**src/hw/rtl/cbeu_pkg.sv**
```systemverilog
// ----------------------------------------------------------------------------
// cbeu_pkg
// Shared types, sizes, opcodes and address helpers of the bytecode execute unit.
// ----------------------------------------------------------------------------
package cbeu_pkg;

	localparam int REG_COUNT     = 8;
	localparam int STORE_WORDS   = 256;
	localparam int PROGRAM_WORDS = 65536;

	localparam int REG_AW   = $clog2(REG_COUNT);
	localparam int STORE_AW = $clog2(STORE_WORDS);
	localparam int IP_W     = $clog2(PROGRAM_WORDS);
	localparam int CFG_IDX_W = 2;

	localparam logic [CFG_IDX_W-1:0] CFG_STORE_BASE = 2'd0;
	localparam logic [CFG_IDX_W-1:0] CFG_DATA_BASE  = 2'd1;

	localparam logic [5:0] OP_DEBUG          = 6'd0;
	localparam logic [5:0] OP_CALL_CONSTRUCT = 6'd1;
	localparam logic [5:0] OP_CALL_EXECUTE   = 6'd2;
	localparam logic [5:0] OP_CALL_DESTRUCT  = 6'd3;
	localparam logic [5:0] OP_CALL_PRUNE     = 6'd4;
	localparam logic [5:0] OP_CALL_MODIFY    = 6'd5;
	localparam logic [5:0] OP_JEQ_RES        = 6'd6;
	localparam logic [5:0] OP_JNE_RES        = 6'd7;
	localparam logic [5:0] OP_JEQ_CONST      = 6'd8;
	localparam logic [5:0] OP_JNE_CONST      = 6'd9;
	localparam logic [5:0] OP_JEQ_CONST_IND  = 6'd10;
	localparam logic [5:0] OP_JNE_CONST_IND  = 6'd11;
	localparam logic [5:0] OP_JEQ_STORE_IND  = 6'd12;
	localparam logic [5:0] OP_JNE_STORE_IND  = 6'd13;
	localparam logic [5:0] OP_JMP_ABS        = 6'd14;
	localparam logic [5:0] OP_JMP_REL        = 6'd15;
	localparam logic [5:0] OP_JMP_ABS_IND    = 6'd16;
	localparam logic [5:0] OP_JMP_REL_IND    = 6'd17;
	localparam logic [5:0] OP_JMP_ABS_ST     = 6'd18;
	localparam logic [5:0] OP_JMP_REL_ST     = 6'd19;
	localparam logic [5:0] OP_JMP_ABS_IND_ST = 6'd20;
	localparam logic [5:0] OP_JMP_REL_IND_ST = 6'd21;
	localparam logic [5:0] OP_STORE_RES      = 6'd22;
	localparam logic [5:0] OP_LOAD_RES       = 6'd23;
	localparam logic [5:0] OP_STORE_CONST    = 6'd24;
	localparam logic [5:0] OP_COPY           = 6'd25;
	localparam logic [5:0] OP_SET_RES        = 6'd26;
	localparam logic [5:0] OP_STORE_DATA_PTR = 6'd27;
	localparam logic [5:0] OP_LOAD_STORE_PTR = 6'd28;
	localparam logic [5:0] OP_INCREMENT      = 6'd29;
	localparam logic [5:0] OP_DECREMENT      = 6'd30;
	localparam logic [5:0] OP_LOAD_REG       = 6'd31;
	localparam logic [5:0] OP_SUSPEND        = 6'd32;
	localparam logic [5:0] OP_RETURN         = 6'd33;

	typedef struct packed {
		logic [5:0]         command;
		logic signed [31:0] arg_one;
		logic signed [31:0] arg_two;
		logic signed [31:0] arg_three;
	} in_item_t;

	typedef struct packed {
		logic [15:0]        next_ip;
		logic signed [31:0] result_value;
		logic               suspended;
		logic               call_valid;
		logic [2:0]         call_action;
		logic signed [31:0] call_handler;
		logic signed [31:0] call_argument;
		logic signed [31:0] call_out_pointer;
		logic [31:0]        executed_count;
	} out_item_t;

	typedef struct packed {
		logic                en;
		logic [STORE_AW-1:0] addr;
		logic [31:0]         data;
	} store_wr_t;

	typedef struct packed {
		logic                 en;
		logic [REG_AW-1:0]    addr;
		logic [31:0]          data;
		logic [REG_COUNT-1:0] clr;
	} reg_wr_t;

	function automatic logic [STORE_AW-1:0] widx(input logic [31:0] off);
		return STORE_AW'((off >> 2) % STORE_WORDS);
	endfunction

	function automatic logic [REG_AW-1:0] ridx(input logic [31:0] r);
		return REG_AW'(r % REG_COUNT);
	endfunction

	function automatic logic [IP_W-1:0] wrap_ip(input logic [31:0] v);
		return IP_W'(v % PROGRAM_WORDS);
	endfunction

endpackage

```
**src/hw/rtl/cbeu_exec.sv**
```systemverilog
// ----------------------------------------------------------------------------
// cbeu_exec
// Instruction decode and execute; holds pointer, result, count and return flag.
// ----------------------------------------------------------------------------
module cbeu_exec import cbeu_pkg::*; (
	input  logic        clk,
	input  logic        arst_n,
	input  logic        fire,
	input  in_item_t    item,
	input  logic [31:0] store_base,
	input  logic [31:0] data_base,
	input  logic [31:0] st_a1,
	input  logic [31:0] st_a2,
	input  logic [31:0] st_a3,
	input  logic [31:0] rg_a1,
	input  logic [31:0] rg_a2,
	input  logic [31:0] rg_a3,
	output out_item_t   res,
	output store_wr_t   st_wr,
	output reg_wr_t     rg_wr
);

	logic [IP_W-1:0] ip_q, ip_n, ip_inc;
	logic [31:0]     res_q, res_n, cnt_q, cnt_n;
	logic            rw_q, rw_n;
	logic [31:0]     a1, a2, a3;
	logic            susp, cvalid, take;
	logic [2:0]      cact;

	assign a1 = item.arg_one;
	assign a2 = item.arg_two;
	assign a3 = item.arg_three;
	assign ip_inc = wrap_ip(32'(ip_q) + 32'd1);

	always_comb begin
		ip_n   = ip_inc;
		cnt_n  = cnt_q + 32'd1;
		res_n  = res_q;
		rw_n   = rw_q;
		susp   = 1'b0;
		cvalid = 1'b0;
		cact   = '0;
		take   = 1'b0;
		st_wr  = '{en: 1'b0, addr: widx(a1), data: a2};
		rg_wr  = '{en: 1'b0, addr: ridx(a1), data: store_base + a2, clr: '0};
		case (item.command)
			OP_CALL_CONSTRUCT, OP_CALL_EXECUTE, OP_CALL_DESTRUCT, OP_CALL_PRUNE,
			OP_CALL_MODIFY: begin
				cvalid = 1'b1;
				cact   = 3'(item.command - OP_CALL_CONSTRUCT);
				rg_wr.clr[ridx(a1)] = 1'b1;
				rg_wr.clr[ridx(a2)] = 1'b1;
				rg_wr.clr[ridx(a3)] = 1'b1;
				rw_n = (item.command == OP_CALL_EXECUTE) || (item.command == OP_CALL_PRUNE)
					|| (item.command == OP_CALL_MODIFY);
			end
			OP_JEQ_RES: if (res_q == a2) ip_n = wrap_ip(a1);
			OP_JNE_RES: if (res_q != a2) ip_n = wrap_ip(a1);
			OP_JEQ_CONST: if (a2 == st_a3) ip_n = wrap_ip(a1);
			OP_JNE_CONST: if (a2 != st_a3) ip_n = wrap_ip(a1);
			OP_JEQ_CONST_IND: if (a2 == st_a3) ip_n = wrap_ip(st_a1);
			OP_JNE_CONST_IND: if (a2 != st_a3) ip_n = wrap_ip(st_a1);
			OP_JEQ_STORE_IND: if (st_a2 == st_a3) ip_n = wrap_ip(st_a1);
			OP_JNE_STORE_IND: if (st_a2 != st_a3) ip_n = wrap_ip(st_a1);
			OP_JMP_ABS:     ip_n = wrap_ip(a1);
			OP_JMP_REL:     ip_n = wrap_ip(32'(ip_inc) + a1);
			OP_JMP_ABS_IND: ip_n = wrap_ip(st_a1);
			OP_JMP_REL_IND: ip_n = wrap_ip(32'(ip_inc) + st_a1);
			OP_JMP_ABS_ST, OP_JMP_REL_ST, OP_JMP_ABS_IND_ST, OP_JMP_REL_IND_ST: begin
				take  = 1'b1;
				st_wr = '{en: 1'b1, addr: widx(a2), data: a3};
				case (item.command)
					OP_JMP_ABS_ST:     ip_n = wrap_ip(a1);
					OP_JMP_REL_ST:     ip_n = wrap_ip(32'(ip_inc) + a1);
					OP_JMP_ABS_IND_ST: ip_n = wrap_ip(st_a1);
					default:           ip_n = wrap_ip(32'(ip_inc) + st_a1);
				endcase
			end
			OP_STORE_RES:      st_wr = '{en: 1'b1, addr: widx(a1), data: res_q};
			OP_LOAD_RES:       res_n = st_a1;
			OP_STORE_CONST:    st_wr = '{en: 1'b1, addr: widx(a1), data: a2};
			OP_COPY:           st_wr = '{en: 1'b1, addr: widx(a1), data: st_a2};
			OP_SET_RES:        res_n = a1;
			OP_STORE_DATA_PTR: st_wr = '{en: 1'b1, addr: widx(a1), data: data_base + a2};
			OP_LOAD_STORE_PTR: rg_wr.en = 1'b1;
			OP_INCREMENT:      st_wr = '{en: 1'b1, addr: widx(a1), data: st_a1 + a2};
			OP_DECREMENT:      st_wr = '{en: 1'b1, addr: widx(a1), data: st_a1 - a2};
			OP_LOAD_REG: begin
				rg_wr.en   = 1'b1;
				rg_wr.data = {a2[15:0], 16'h0000} + a3;
			end
			OP_SUSPEND: begin
				ip_n = '0;
				susp = 1'b1;
			end
			OP_RETURN: begin
				// The return command neither advances nor counts.
				ip_n  = ip_q;
				cnt_n = cnt_q;
				if (rw_q) begin
					res_n = a2;
					rw_n  = 1'b0;
				end
			end
			default: ;
		endcase
		st_wr.en    = st_wr.en && fire;
		rg_wr.en    = rg_wr.en && fire;
		rg_wr.clr   = fire ? rg_wr.clr : '0;
		res.next_ip          = 16'(ip_n);
		res.result_value     = res_n;
		res.suspended        = susp;
		res.call_valid       = cvalid;
		res.call_action      = cact;
		res.call_handler     = cvalid ? rg_a1 : '0;
		res.call_argument    = cvalid ? rg_a2 : '0;
		res.call_out_pointer = cvalid ? rg_a3 : '0;
		res.executed_count   = cnt_n;
	end

	always_ff @(posedge clk or negedge arst_n) begin
		if (!arst_n) begin
			ip_q  <= '0;
			res_q <= '0;
			cnt_q <= '0;
			rw_q  <= 1'b0;
		end else if (fire) begin
			ip_q  <= ip_n;
			res_q <= res_n;
			cnt_q <= cnt_n;
			rw_q  <= rw_n;
		end
	end

`ifndef SYNTHESIS
	a_store_jump_writes: assert property (@(posedge clk) disable iff (!arst_n)
		fire && take |-> st_wr.en && (st_wr.addr == widx(a2)))
		else $error("jump-and-store did not write its store word");
	a_return_no_count: assert property (@(posedge clk) disable iff (!arst_n)
		fire && (item.command == OP_RETURN) |=> $stable(cnt_q) && $stable(ip_q))
		else $error("return command moved pointer or count");
	a_call_clears: assert property (@(posedge clk) disable iff (!arst_n)
		fire && cvalid |-> (rg_wr.clr != '0) && !rg_wr.en && !st_wr.en)
		else $error("call did not clear exactly its registers");
`endif

endmodule

```
**config.mk**
```make
export PLATFORM = sky130hd
export DESIGN_NAME = cbeu_exec
export DESIGN_NICKNAME = d
export VERILOG_FILES = /design/src/hw/rtl/cbeu_pkg.sv /design/src/hw/rtl/cbeu_exec.sv
export SDC_FILE = /design/constraint.sdc
export NUM_CORES = 1
export LEC_CHECK = 0
export BUFFER_PORTS_ARGS = -buffer_cell sky130_fd_sc_hd__buf_2
export CAP_MARGIN = 20
export CORE_AREA = 2 2 244 246
export CTS_CLUSTER_SIZE = 14
export DETAILED_ROUTE_END_ITERATION = 10
export DIE_AREA = 0 0 246 248
export SETUP_SLACK_MARGIN = 0.15
export SLEW_MARGIN = 20
export SYNTH_ARGS = -nofsm -noshare
export SYNTH_HDL_FRONTEND = slang
export SYNTH_SLANG_ARGS = --single-unit
export TNS_END_PERCENT = 50
```
**constraint.sdc**
```tcl
create_clock -name clk -period 19.2 [get_ports clk]
set_input_delay 3.84 -clock clk [delete_from_list [all_inputs] [get_ports clk]]
set_output_delay 3.84 -clock clk [all_outputs]
set_load 0.005 [all_outputs]
```
* After elaboration in Yosys (flattened, before gate mapping) *
Index checks and enable logic that the tools add are counted.

storage, ports and cells
  flip-flop bits (word level) = 81
  bits of input ports = 361
  output and inout bits = 266
  word-level logic and storage cells = 104

operators by class
  $add $sub $neg = 10
  order comparisons = 6
  equality and inequality tests = 39
  mux-type cells = 31
  bitwise logic cells = 2
  reductions and logical operators = 12

operator list
  operator                                             number
  one-hot mux 41 bit (7 select lines)                  1
  one-hot mux 16 bit (15 select lines)                 1
  two-way mux 32 bit                                   6
  adder 32 bit                                         4
  two-way mux 16 bit                                   8
  equality test 32 bit                                 3
  equality test 6 x 5 -> 1 bit, second input constant  16
  != test 32 bit                                       3
  one-hot mux 32 bit (3 select lines)                  1
  equality test 6 x 4 -> 1 bit, second input constant  8
  one-hot mux 16 bit (3 select lines)                  1
  adder 16 bit                                         2
  adder 32 x 1 -> 32 bit, second input constant        1
  subtractor 32 bit                                    1
  equality test 6 x 3 -> 1 bit, second input constant  4
  adder 16 x 1 -> 16 bit, second input constant        1
  two-way mux 8 bit                                    2
  bitwise OR 8 bit                                     2
  equality test 6 x 2 -> 1 bit, second input constant  2
  equality test 6 bit, second input constant           2
  < comparator 3 x 4 -> 1 bit, second input constant   3
  demux 1 bit (select 3 bit)                           3
  >= comparator 3 x 1 -> 1 bit, second input constant  3
  equality test 6 x 1 -> 1 bit, second input constant  1
  other kinds (11)                                     21

* Logic depth before layout (Yosys ltp) *
  word-level depth = 8
  depth in mapped cells = 20
  mapped depth without buffers = 19

* Worst setup path after synthesis *
No wires, ideal clock.

  kind = in2out
  from = input item[39] (netlist bit)
  to = output st_wr[29] (netlist bit)
  arrival time = 7.872 ns
  required time = 15.360 ns
  setup slack = 7.488 ns
  stages = 17
  path buffers = 1
  cells stage by stage = buf_4 > or4_4 > or3_4 > or4_1 > o31a_1 > o21bai_1 > xnor2_1 > ha_1 > o21a_1 > o211ai_1 > or4_1 > o211ai_1 > o22ai_1 > nand2b_1 > a21oi_1 > xnor2_1 > o21ai_0

RTL lines
  element          RTL line         source
  start, declared  cbeu_exec.sv:9   input in_item_t item,
  end, declared    cbeu_exec.sv:19  output store_wr_t st_wr,

==> flow_summary.ini <==
[synth]
seq_area_frac_synth = 0.120
syn-cell-area_um2 = 16800
syn_nets = 2762
synth.top_cell.area_share = 0.120
syn_inst = 2248
synth_warnings = 0
syn_area_per_cell_um2 = 7.49
synthTopCellsByArea = dfrtp_1 (12%), ha_1 (11%), xnor2_1 (11%)
synth_cell_types = 79
async_flop_share = 1.00
synthFlopType = dfrtp_1
synth_edf_count = 0
synth_area_leader_cell = dfrtp_1
synth_seq_cells = 81

[clock_tree]
cts_tree = yes
cts-root-buf = clkbuf_16
numCtsBuffers = 9
htreeDepth = 3
cts_resized = 0
cts_num_sinks = 81
clk_pin_slew_worst_paths_ns = 0.06
cts_max_path_buffers = 2
clock_latency_ns = 0.37
cts_setup_buffers = 0
cts_hold_buf = 0

[place]
place_congestion = 1.01
dp_hpwl_um = 80100
io_buffers = 626

[setup_path]
max_stage_delay_ns = 0.63
end_kind = primary output
crit_start = item[39]
crit_type = in -> out
critPathMaxFanout = 11
cp-endpoint = st_wr[30]
start_kind = primary input
timing.rr.start = ip_q[0]$_DFFE_PN0P_
cp.depth = 19
rr_endpoint = ip_q[15]$_DFFE_PN0P_
ff2ff_path_depth = 15
cp.required_ns = 15.36
rrSetupSlack_ns = 14.75
arrival_ns = 8.97
crit_chain = buf_2, or4_4, or3_4, or4_1, o31a_1, xnor2_1, ha_1, nand4_1, nor4_1, o311ai_0, nand3_1, a21oi_1, o311ai_0, a21o_1, a21o_1, a31oi_1, xor2_1, o22ai_1, buf_2
crit_path_top_delay_cell = o311ai_0
crit_family = compound AO/OA/AOI/OAI gates
path_buf_inv = 2

[detailed_routing]
drtIter0Drc = 2457
drc = 0
dr.pass1.iters = 10
ant_nets = 0
wl_per_cell_um = 27.7
vias = 20500
drt-total-wl_um = 98100
vias_per_cell = 5.78

[die]
die_w_um = 246
ios = 627
die_y_um = 248
start_util = 0.288
design.die.area_um2 = 61000
num_rows = 89
core_area_um2 = 58500

[grt]
antenna_found_initial = 21
grt_pass1_wl_um = 134000
grt_use_total = 0.304
grt_pass1_vias = 19100
globalRouteOverflowTotal = 0
grt_max_degree = 102

[final_layout]
layout_commonest_cell = buf_2
fin_util = 0.356
drive_above_1_share = 0.268
fin_nets = 3268
final_cell_mix = buf_2 (625), nand2_1 (216), xnor2_1 (203)
syn2layout_area_growth_pct = 23.4

[min_path]
min-delay-path-class = reg -> reg

[pwr]
vdd_drop_max_uv = 56.2
leakage_nw = 9.93
powerDensity_nw_per_um2 = 72.7

[timing]
setup_viol = 0
drv_slew = 0
fin_crit_sh = 0.667
finalHoldViolations = 0
fmax_mhz = 78.0
tightest_slew_ns = 0.965
rsz0062_at_grt = false
finClkSkew_ns = 0.00900
slew_headroom = 0.351
finalSetupTns_ns = 0
fin_crit_ns = 12.81

[run_status]
status = complete, no violations

[flow_run]
drv_cap = 0
state kept, by name, indices dropped and copies added, names as in the netlist:
signal	cells
cnt_q	32
rw_q	1
ip_q	16
res_q	32
per-layer routing:
metal | up-vias | global-route usage | wire length, µm
met1 | 9809 | 0.383 | 39900
li1 | 9265 | - | -
met4 | 12 | 0.108 | 3610
met3 | 193 | 0.114 | 11700
met5 | - | 0.0246 | 63
met2 | 1197 | 0.471 | 42900
cells in the mapped netlist, types with 9 or more instances:
cell,n
dfrtp_1,81
xor2_1,125
o2111ai_1,10
nand3_1,56
mux2i_1,9
nor4_1,16
nor2b_1,20
o21bai_1,10
buf_2,32
nor3_1,31
a221o_1,41
a31oi_1,22
and3_1,25
nor2_1,141
ha_1,147
nand2_1,216
o21ai_0,121
a21o_1,47
buf_4,11
a21oi_1,162
nand2b_1,32
and2_1,122
or3_1,11
o211ai_1,20
a222oi_1,34
nand4_1,33
clkbuf_1,98
o21a_1,22
a22o_1,44
mux2_2,51
a211oi_1,20
xnor2_1,203
inv_1,48
a22oi_1,31
a221oi_1,12
tightest hold or removal path: stages (launching register included):
cell	delay (ns)
dfrtp_1	0.34
nand2_1	0.04
o21ai_0	0.06
kinds of logic after synthesis:
| logic type | Yosys count | share of synthesized area |
|---|---|---|
| AOI/OAI and AO/OA | 669 | 0.274 |
| xor gates and xnor gates | 328 | 0.171 |
| adders and majority gates | 153 | 0.116 |
| DFF | 81 | 0.120 |
| and+or+nand+nor | 758 | 0.229 |
| muxes | 60 | 0.0394 |
| buffers and inverters | 199 | 0.0505 |
stage by stage:
stage | power, mW | instance area [µm²] | hold WS [ns] | worst slack [ns] | cells
detailed placement | 1.30 | 20500 | 0.473 | 6.48 | 3516
CTS | 1.50 | 20800 | 0.489 | 6.44 | 3532
finish | 1.51 | 20800 | 0.488 | 6.39 | 3545
floorplan | 0.907 | 16800 | 0.442 | 7.49 | 2248
global route | 1.61 | 20800 | 0.525 | 6.07 | 3544
global placement | 1.30 | 20500 | 0.467 | 6.45 | 3516
power breakdown:
group          switching, mW  internal [mW]  total (mW)
Combinational          0.577          0.433        1.01
Sequential            0.0928          0.224       0.317
Clock                 0.0803          0.104       0.184
Total                  0.750          0.761        1.51
worst min-delay path by stage:
| stage | cells past startpoint | endpoint | start | slack, ns |
|---|---|---|---|---|
| 2_1_floorplan | 2 | rw_q$_DFFE_PN0P_ | rw_q$_DFFE_PN0P_ | 0.44 |
| 3_3_place_gp | 2 | rw_q$_DFFE_PN0P_ | rw_q$_DFFE_PN0P_ | 0.47 |
| 3_5_place_dp | 2 | rw_q$_DFFE_PN0P_ | rw_q$_DFFE_PN0P_ | 0.47 |
| 4_1_cts | 2 | rw_q$_DFFE_PN0P_ | rw_q$_DFFE_PN0P_ | 0.49 |
| 5_1_grt | 1 | cnt_q[31]$_DFFE_PN0P_ | cnt_q[31]$_DFFE_PN0P_ | 0.53 |
| 6_report | 2 | rw_q$_DFFE_PN0P_ | rw_q$_DFFE_PN0P_ | 0.49 |
cell type report:
type                    count  area, µm²
clock inverters             5       55.1
clock buffers              11        243
flip-flops and latches     81       2030
fillers                  6372      37700
diodes                     13       32.5
inverters                  48        180
multi-input cells        1968      14000
well taps                 773        967
repair buffers            646       3290
Note: power is estimated with default switching activity, not from simulation.
